`src/design/scccp_pkg.sv`:
```
// ----------------------------------------------------------------------------
// scccp_pkg
// Shared types and constants for the serial channel command parser.
// ----------------------------------------------------------------------------
`default_nettype none

package scccp_pkg;

  localparam int unsigned ByteW = 8;
  localparam int unsigned KindW = 3;

  localparam logic [ByteW-1:0] CH_O    = 8'h4F;
  localparam logic [ByteW-1:0] CH_S    = 8'h53;
  localparam logic [ByteW-1:0] CH_N    = 8'h4E;
  localparam logic [ByteW-1:0] CH_F    = 8'h46;
  localparam logic [ByteW-1:0] CH_T    = 8'h54;
  localparam logic [ByteW-1:0] CH_CR   = 8'h0D;
  localparam logic [ByteW-1:0] CH_LF   = 8'h0A;
  localparam logic [ByteW-1:0] CH_ZERO = 8'h30;
  localparam logic [ByteW-1:0] CH_ONE  = 8'h31;

  localparam logic [KindW-1:0] KIND_ON      = 3'd0;
  localparam logic [KindW-1:0] KIND_OFF     = 3'd1;
  localparam logic [KindW-1:0] KIND_CHECK   = 3'd2;
  localparam logic [KindW-1:0] KIND_CMD_ERR = 3'd3;
  localparam logic [KindW-1:0] KIND_OPD_ERR = 3'd4;

  typedef struct packed {
    logic             emit;
    logic [KindW-1:0] kind;
    logic             channel;
  } result_t;

endpackage

`default_nettype wire

```
`src/design/scccp_parser.sv`:
```
// ----------------------------------------------------------------------------
// scccp_parser
// Parser state, latched channel and per-byte result decode.
// ----------------------------------------------------------------------------
`default_nettype none

module scccp_parser (
  input  wire logic                         clk,
  input  wire logic                         rst_n,
  input  wire logic                         step,
  input  wire logic [scccp_pkg::ByteW-1:0]  rx_byte,
  output scccp_pkg::result_t                res
);

  localparam logic [3:0] ST_IDLE    = 4'd0;
  localparam logic [3:0] ST_O       = 4'd1;
  localparam logic [3:0] ST_S       = 4'd2;
  localparam logic [3:0] ST_ON_DIG  = 4'd3;
  localparam logic [3:0] ST_OFF_DIG = 4'd4;
  localparam logic [3:0] ST_CHK_DIG = 4'd5;
  localparam logic [3:0] ST_ON_RDY  = 4'd6;
  localparam logic [3:0] ST_OFF_RDY = 4'd7;
  localparam logic [3:0] ST_CHK_RDY = 4'd8;
  localparam logic [3:0] ST_CMD_ERR = 4'd9;
  localparam logic [3:0] ST_OPD_ERR = 4'd10;

  logic [3:0] state_r, state_nxt;
  logic       chan_r, chan_nxt;
  logic       term, digit;

  assign term  = (rx_byte == scccp_pkg::CH_CR) || (rx_byte == scccp_pkg::CH_LF);
  assign digit = (rx_byte == scccp_pkg::CH_ZERO) || (rx_byte == scccp_pkg::CH_ONE);

  always_comb begin
    state_nxt   = state_r;
    chan_nxt    = chan_r;
    res.emit    = 1'b0;
    res.kind    = scccp_pkg::KIND_ON;
    res.channel = 1'b0;
    unique case (state_r)
      ST_O: begin
        if (rx_byte == scccp_pkg::CH_N) begin
          state_nxt = ST_ON_DIG;
        end else if (rx_byte == scccp_pkg::CH_F) begin
          state_nxt = ST_OFF_DIG;
        end else begin
          state_nxt = ST_CMD_ERR;
        end
      end
      ST_S: begin
        state_nxt = (rx_byte == scccp_pkg::CH_T) ? ST_CHK_DIG : ST_CMD_ERR;
      end
      ST_ON_DIG, ST_OFF_DIG, ST_CHK_DIG: begin
        if (digit) begin
          chan_nxt  = rx_byte[0];
          state_nxt = state_r + 4'd3;
        end else begin
          state_nxt = ST_OPD_ERR;
        end
      end
      ST_ON_RDY, ST_OFF_RDY, ST_CHK_RDY: begin
        if (term) begin
          res.emit    = 1'b1;
          res.channel = chan_r;
          res.kind    = (state_r == ST_ON_RDY)  ? scccp_pkg::KIND_ON :
                        (state_r == ST_OFF_RDY) ? scccp_pkg::KIND_OFF :
                                                  scccp_pkg::KIND_CHECK;
          state_nxt   = ST_IDLE;
        end else begin
          state_nxt = ST_OPD_ERR;
        end
      end
      ST_CMD_ERR: begin
        if (term) begin
          res.emit  = 1'b1;
          res.kind  = scccp_pkg::KIND_CMD_ERR;
          state_nxt = ST_IDLE;
        end
      end
      ST_OPD_ERR: begin
        if (term) begin
          res.emit  = 1'b1;
          res.kind  = scccp_pkg::KIND_OPD_ERR;
          state_nxt = ST_IDLE;
        end
      end
      default: begin
        // idle and unused codes
        if (rx_byte == scccp_pkg::CH_O) begin
          state_nxt = ST_O;
        end else if (rx_byte == scccp_pkg::CH_S) begin
          state_nxt = ST_S;
        end else if (term) begin
          state_nxt = ST_IDLE;
        end else begin
          state_nxt = ST_CMD_ERR;
        end
      end
    endcase
  end

  always_ff @(posedge clk) begin
    if (!rst_n) begin
      state_r <= ST_IDLE;
      chan_r  <= 1'b0;
    end else if (step) begin
      state_r <= state_nxt;
      chan_r  <= chan_nxt;
    end
  end

endmodule

`default_nettype wire

```
`src/design/serial_channel_command_parser_core.sv`:
```
// An accepted byte waits in the byte register; its result goes to the result register.
// Throughput: one item per cycle while no completing byte stalls; bytes that give no
// result never wait on out_tready. The byte register feeds the parser; a full result
// register stalls only a byte that completes a command.
// Reset: synchronous, active low; parser idle, channel zero, both stages empty.
// ----------------------------------------------------------------------------
// serial_channel_command_parser_core
// Streaming command parser: ON<d>, OF<d>, ST<d> lines ended by CR or LF.
// ----------------------------------------------------------------------------
`default_nettype none

module serial_channel_command_parser_core (
  input  wire logic       clk,
  input  wire logic       rst_n,
  input  wire logic       in_tvalid,
  output logic            in_tready,
  input  wire logic [7:0] in_tdata,   // [7:0] rx_byte
  output logic            out_tvalid,
  input  wire logic       out_tready,
  output logic [7:0]      out_tdata   // [2:0] cmd_kind, [3] cmd_channel, [7:4] zero
);

  logic                                 in_valid_r;
  logic [scccp_pkg::ByteW-1:0]          in_byte_r;
  logic                                 out_valid_r;
  logic [scccp_pkg::KindW-1:0]          out_kind_r;
  logic                                 out_chan_r;
  logic                                 out_free;
  logic                                 step;
  scccp_pkg::result_t                   res;

  assign out_free  = !out_valid_r || out_tready;
  assign step      = in_valid_r && (!res.emit || out_free);
  assign in_tready = !in_valid_r || step;

  scccp_parser u_parser (
    .clk     (clk),
    .rst_n   (rst_n),
    .step    (step),
    .rx_byte (in_byte_r),
    .res     (res)
  );

  always_ff @(posedge clk) begin
    if (!rst_n) begin
      in_valid_r <= 1'b0;
    end else if (in_tready) begin
      in_valid_r <= in_tvalid;
    end
  end

  always_ff @(posedge clk) begin
    if (in_tready && in_tvalid) begin
      in_byte_r <= in_tdata;
    end
  end

  always_ff @(posedge clk) begin
    if (!rst_n) begin
      out_valid_r <= 1'b0;
    end else if (out_free) begin
      out_valid_r <= step && res.emit;
    end
  end

  always_ff @(posedge clk) begin
    if (out_free && step && res.emit) begin
      out_kind_r <= res.kind;
      out_chan_r <= res.channel;
    end
  end

  assign out_tvalid = out_valid_r;
  assign out_tdata  = {4'b0000, out_chan_r, out_kind_r};

`ifndef NO_ASSERTIONS
  a_emit_needs_room: assert property (@(posedge clk) disable iff (!rst_n)
    (step && res.emit) |-> out_free)
    else $error("result issued while output register busy");

  a_error_chan_zero: assert property (@(posedge clk) disable iff (!rst_n)
    (out_valid_r && (out_kind_r == scccp_pkg::KIND_CMD_ERR ||
                     out_kind_r == scccp_pkg::KIND_OPD_ERR)) |-> !out_chan_r)
    else $error("error result carries a channel");

  a_kind_range: assert property (@(posedge clk) disable iff (!rst_n)
    out_valid_r |-> (out_kind_r <= scccp_pkg::KIND_OPD_ERR))
    else $error("result kind out of range");

  a_no_stall_without_emit: assert property (@(posedge clk) disable iff (!rst_n)
    (in_valid_r && !res.emit) |-> in_tready)
    else $error("input stalled on an item with no result");
`endif

endmodule

`default_nettype wire

```
`config.mk`:
```
export PLATFORM = sky130hd
export DESIGN_NAME = serial_channel_command_parser_core
export DESIGN_NICKNAME = d
export VERILOG_FILES = /design/src/design/scccp_pkg.sv /design/src/design/scccp_parser.sv /design/src/design/serial_channel_command_parser_core.sv
export SDC_FILE = /design/constraint.sdc
export NUM_CORES = 1
export LEC_CHECK = 0
export BUFFER_PORTS_ARGS = -buffer_cell sky130_fd_sc_hd__buf_2
export CORE_ASPECT_RATIO = 1.75
export CORE_UTILIZATION = 35
export DETAILED_ROUTE_END_ITERATION = 10
export GPL_TIMING_DRIVEN = 0
export PLACE_DENSITY_LB_ADDON = 0.3
export SETUP_SLACK_MARGIN = 0.05
export SLEW_MARGIN = 20
export SYNTH_ARGS = -nofsm -noshare
export SYNTH_HDL_FRONTEND = slang
export SYNTH_HIERARCHICAL = 1
export SYNTH_SLANG_ARGS = --single-unit
```
`constraint.sdc`:
```
create_clock -name clk -period 3.15 [get_ports clk]
set_input_delay 0.63 -clock clk [delete_from_list [all_inputs] [get_ports clk]]
set_output_delay 0.63 -clock clk [all_outputs]
set_load 0.02 [all_outputs]
```
==> results of run 1 <==
==> stage by stage <==
| stage | total power [µW] | instance area (µm²) | instances | hold WS (ps) |
|---|---|---|---|---|
| finish | 551 | 1390 | 183 | 461 |
| global route | 578 | 1390 | 183 | 484 |
| CTS | 555 | 1390 | 183 | 458 |
| detailed placement | 384 | 1340 | 179 | 448 |
| global placement | 381 | 1340 | 179 | 448 |
| floorplan | 358 | 1200 | 119 | 431 |
==> layout make-up <==
type                            count  area [µm²]
Clock inverter                      1        5.00
Tap cell                           43        53.8
Buffer                              7        45.0
Multi-Input combinational cell     89         646
Sequential cell                    19         500
Inverter                            4        15.0
Fill cell                         320        1820
Timing Repair Buffer               17        85.1
Clock buffer                        3        41.3
==> per-layer routing <==
metal  GRT usage, %  share of wire, %
met1           15.6                36
met2           26.9                55
met3           2.27               3.6
met5              0                 0
met4           10.3               4.8
==> worst max path at each step <==
stage	start	to	slack (ps)	depth (start not counted)
global route	in_byte_r[5]$_DFFE_PP_	in_tready	120	5
finish	in_byte_r[5]$_DFFE_PP_	in_tready	220	5
CTS	in_byte_r[5]$_DFFE_PP_	in_tready	100	5
detailed placement	in_byte_r[5]$_DFFE_PP_	in_tready	400	5
floorplan	in_byte_r[5]$_DFFE_PP_	in_tready	730	4
global placement	in_byte_r[5]$_DFFE_PP_	in_tready	450	5
==> worst max-delay path: cells and delay by family, from the launching register on <==
family	cells	cell delay, ps
DFF	1	420
buffers and inverters	1	180
and+or+nand+nor	2	720
AOI/OAI and AO/OA	2	720
==> power groups by stage <==
| stage | Combinational [µW] | Clock, µW | Sequential [µW] |
|---|---|---|---|
| floorplan | 63.7 | 0 | 294 |
| global placement | 83.3 | 0 | 298 |
| detailed placement | 85.0 | 0 | 299 |
| CTS | 85.3 | 176 | 293 |
| global route | 94.1 | 187 | 296 |
| finish | 86.9 | 170 | 294 |
==> flip-flops by register name, summed over array words and instances (netlist names) <==
| register | cells |
|---|---|
| out_kind_r | 3 |
| out_chan_r | 1 |
| u_parser/state_r | 4 |
| u_parser/chan_r | 1 |
| in_valid_r | 1 |
| out_tvalid | 1 |
| in_byte_r | 8 |
==> cell families after synthesis <==
group | count (synthesis)
and+or+nand+nor | 46
AOI/OAI and AO/OA | 33
adders and majority gates | 5
other | 1
xor gates and xnor gates | 1
buffers and inverters | 11
DFF | 19
==> placed cells by master (no fill, tap or decap), drive strengths merged, types with 4 or more instances in the layout <==
cell type / count
a21boi: 6
a31oi: 4
buf: 22
clkbuf: 5
conb: 4
dfxtp: 7
edfxtp: 12
ha: 5
inv: 4
nand2: 10
nor2: 5
o21ai: 8
==> timing repair <==
action | in CTS | in global routing
gates resized for setup | 0 | 1
setup buffers | 0 | 0
setup endpoints to repair | 0 | 1
==> results.md, run 1 <==
- # H-tree levels: 1
- Async S/R FF share, synth: 0%
- Row Count: 27
- Clock Path Buffers: 2
- GPL Wtd Cong: 0.836
- Psw: 147 µW
- Place WS: 396 ps
- Layout cell share with drive strength beyond 1: 24.3%
- Number of distinct library cells after synthesis: 49
- Drt first pass iters: 4
- Vias per inst: 5.46
- Cells along the critical path: or4b_4 > a211oi_4 > a21boi_2 > nand4b_4 > buf_2
- Simple-gate portion of the synthesized area: 26.2%
- Post-synthesis compound-gate area fraction: 20.5%
- Status: finished, final reports clean
- Max-cap violations: 0
- Nets: 158
- CTS buffer count: 3
- # hold bufs at CTS: 0
- Dpl hpwl: 1960 µm
- Pwr Density: 396 mW/mm²
- Reg-to-reg startpoint: u_parser/state_r[0]$_SDFFE_PN0P_
- Clock transition at the registers of the reported paths: 70 ps
- Hold crit path type: flop to flop
- Setup TNS Final: 0 ps
- Power Internal: 404 µW
- Critical path's largest stage delay: 590 ps
- Slowest-stage cell, CP: or4b_4
- Initial Util: 37.1%
- Hold Path End: u_parser/chan_r$_SDFFE_PN0P_
- Crit path DAT: 2300 ps
- Worst setup margin: 225 ps
- GRT Residual Overflow: 0
- CP startpoint kind: flop
- Worst Clk Skew: 2.41 ps
- Post-Synth Adder-Cell Area: 5.25%
- Hold Fails Final Rpt: 0
- Vias: 1,000
- Clk network pwr share: 30.8%
- Antenna cells: 0
- Port buffer count: 17
- Routed wire length: 2580 µm
- Die Wd: 46.1 µm
- Main synth FF type: edfxtp_1
- Pin count of the biggest net entering global routing: 12
- Fmax: 342 MHz
- Clock Root Buffer: clkbuf_8
- Antenna-violating nets left: 0
- Global Route Usage Sum: 15.4%
- CTS tree: built
- Yosys top cell by area: edfxtp_1
- # IOs: 22
- Max Transition Viols Final: 0
- Synth top area cells: edfxtp_1 30%, dfxtp_1 12%, ha_1 5.3%, a21boi_1 3.2%, buf_4 3.2%
- Crit path required time: 2520 ps
- Measured slew at the worst slew-check pin: 908 ps
- Wire per inst: 14.1 µm
- First-pass GRT wire length: 4130 µm
- Reg2reg setup slack: 560 ps
- Worst Hold Path Cells: 2
- Finished Core Util: 43.4%
- Vias in the first global route: 948
- Post-synth EDFFs: 12
- RSZ-0062 raised after global routing: false
- Syn_area_per_cell: 10.3 µm²
- Lkg Pwr: 0.000535 µW
- Multiplexer area fraction after synthesis: 0%
- Die area: 0.00365 mm²
- Crit Path Max Fanout: 8
- Initial antenna violation count: 0
- Maximum VDD drop: 205 µV
- Mapped Cells: 116
- Most frequent cells after synthesis: 12 x edfxtp_1, 10 x nand2_1, 7 x dfxtp_1
- Reg power frac: 53.4%
- Min-delay src: u_parser/chan_r$_SDFFE_PN0P_
- Worst setup path class: flop to output pin
- Largest family of logic cells by synthesized area: simple AND/OR/NAND/NOR gates
- Synth Warn #: 6
- Most frequent cell after synthesis: edfxtp_1
- #FFs+latches synth: 19
- Area of the core: 0.00321 mm²
- CTS sink cnt: 19
- Combinational power share: 15.8%
- Max-slew headroom: 38.6%
- Tmin final: 2930 ps
- Area fraction of the dominant cell type after synthesis: 30.3%
- Tcrit/Tclk final: 92.9%
- Drc violations: 0
- Sw Ratio: 26.7%
- Setup crit end kind: output pin
- R2r endpoint: u_parser/state_r[3]$_SDFFE_PN0P_
- Iteration-0 DRC Markers: 23
- Seq/Total Area, Yosys: 42.0%
- R2R depth: 9
- Xor and xnor fraction of the mapped netlist area: 0.735%
- Synth Cell Area: 0.00119 mm²
- Die height: 79.2 µm
- Layout area overhead: 16.8%
- Clock Latency Late Sink: 250 ps
- Final setup violation count: 0
(Power assumes the default switching activity.)
==> run 2: changes to the inputs <==
--- a/config.mk
+++ b/config.mk
@@ -6,8 +6,8 @@
 export NUM_CORES = 1
 export LEC_CHECK = 0
 export BUFFER_PORTS_ARGS = -buffer_cell sky130_fd_sc_hd__buf_2
-export CORE_ASPECT_RATIO = 1.75
 export CORE_UTILIZATION = 35
+export CTS_BUF_LIST = sky130_fd_sc_hd__clkbuf_16
 export DETAILED_ROUTE_END_ITERATION = 10
 export GPL_TIMING_DRIVEN = 0
 export PLACE_DENSITY_LB_ADDON = 0.3
==> run 2 against run 1 <==
Combinational power fell by 2%. Maximum frequency rose by 0.87%. Sequential share of layout area fell by 0.88 points. Hold slack got worse by 0.87 ps. First-iteration DRC count is 43% higher. Critical path depth did not move.
==> results.md, run 2 (same netlist as run 1, synthesis figures left out) <==
- Antenna-violating nets left: 0
- Routed wire length: 2490 µm
- Final setup violation count: 0
- Max-cap violations: 0
- Lkg Pwr: 0.000550 µW
- Worst setup path class: flop to output pin
- Drt first pass iters: 4
- Crit path required time: 2520 ps
- GRT Residual Overflow: 0
- Die height: 60.3 µm
- Crit path DAT: 2270 ps
- Top reg by flops: in_byte_r
- Clock Latency Late Sink: 250 ps
- Hold Fails Final Rpt: 0
- Worst setup margin: 250 ps
- CTS tree: built
- Top flop regs: in_byte_r: 8 flops, u_parser/state_r: 4 flops, out_kind_r: 3 flops
- First-pass GRT wire length: 4100 µm
- GPL Wtd Cong: 0.863
- Finished Core Util: 45.6%
- CTS buffer count: 3
- Die Wd: 60.3 µm
- Clock Root Buffer: clkbuf_16
- Hold crit path type: flop to flop
- Vias per inst: 5.37
- Commonest non-fill, non-tap cell in the layout: buf_2
- # IOs: 22
- Max Transition Viols Final: 0
- Status: finished, final reports clean
- Hold slack: 460 ps
- Initial Util: 38.1%
- Pin count of the biggest net entering global routing: 12
- Most frequent cells in the layout: 17 x buf_2, 12 x edfxtp_1, 10 x nand2_1, 7 x dfxtp_1
- Place WS: 445 ps
- Fmax: 345 MHz
- Setup TNS Final: 0 ps
- Clock transition at the registers of the reported paths: 60 ps
- Iteration-0 DRC Markers: 33
- Layout area overhead: 19.7%
- Dpl hpwl: 1810 µm
- Vias: 988
- Multi-input logic area: 646 µm²
- Nets: 158
- RSZ-0062 raised after global routing: false
- CP startpoint kind: flop
- Pwr Density: 453 mW/mm²
- Tmin final: 2900 ps
- Initial antenna violation count: 0
- Maximum VDD drop: 253 µV
- Tcrit/Tclk final: 92.1%
- Worst Clk Skew: 3.53 ps
- Wire per inst: 13.6 µm
- Area of the core: 0.00313 mm²
- Crit Path Max Fanout: 8
- # H-tree levels: 1
- Vias in the first global route: 914
- Global Route Usage Sum: 15.3%
- CTS sink cnt: 19
- Storage cell area: 500 µm²
- Clock Path Buffers: 2
- Row Count: 20
- Antenna cells: 0
- Measured slew at the worst slew-check pin: 741 ps
- Die area: 0.00364 mm²
- Port buffer count: 17
- Largest register FFs: 8
- Max-slew headroom: 49.9%
- Drc violations: 0
- Layout cell share with drive strength beyond 1: 24.3%
- Number of fill cells: 307
- Setup crit end kind: output pin
-- run 2: cell counts in the layout (fill, tap and decap cells not counted) --
No cell type changed its count.
-- run 2: routing by layer --
layer	GRT usage, %	part of all wire, %	vias up
met4	3.99	0.68	0
met1	17.3	43	467
met3	4.48	5.1	2
li1	-	-	485
met5	0	0	-
met2	27.9	51	34
-- run 2: power breakdown --
part / leakage (µW) / switching [µW] / total (µW) / internal (µW)
clock: 0.0000409 / 96.8 / 267 / 170
sequential: 0.000163 / 17.1 / 294 / 277
combinational: 0.000346 / 46.2 / 84.9 / 38.8
-- run 2: worst paths after layout --
check                                                      start                               end  slack [ps]  depth (start not counted)
worst max-delay path                      in_byte_r[5]$_DFFE_PP_                         in_tready         250                          5
worst min-delay path                u_parser/chan_r$_SDFFE_PN0P_      u_parser/chan_r$_SDFFE_PN0P_         460                          2
worst max register to register  u_parser/state_r[0]$_SDFFE_PN0P_  u_parser/state_r[3]$_SDFFE_PN0P_         590                          9
worst min register to register      u_parser/chan_r$_SDFFE_PN0P_      u_parser/chan_r$_SDFFE_PN0P_         460                          2
-- run 2: repair_timing --
action,4_1_cts,5_1_grt
resized for setup,0,1
endpoints found under the setup margin,0,1
setup buffers,0,0
hold buffers,0,0
-- run 2: critical path, stage by stage (launching register included) --
cell	delay, ps
edfxtp_1	420
or4b_4	590
a211oi_4	390
a21boi_2	310
nand4b_4	130
buf_2	180
-- run 2: stage by stage --
step | power (µW) | instances | cell area (µm²)
after floorplan | 358 | 119 | 1200
after CTS | 647 | 184 | 1420
final | 646 | 184 | 1430
after global placement | 380 | 180 | 1340
after detailed placement | 382 | 180 | 1340
after global routing | 670 | 184 | 1430
-- run 2: layout make-up --
type                            instances  area share, %
Buffer                                  7           3.16
Clock buffer                            3           5.26
Clock inverter                          1          0.351
Inverter                                4           1.05
Multi-Input combinational cell         89           45.3
Sequential cell                        19           35.1
Tap cell                               44           3.86
Timing Repair Buffer                   17           5.96
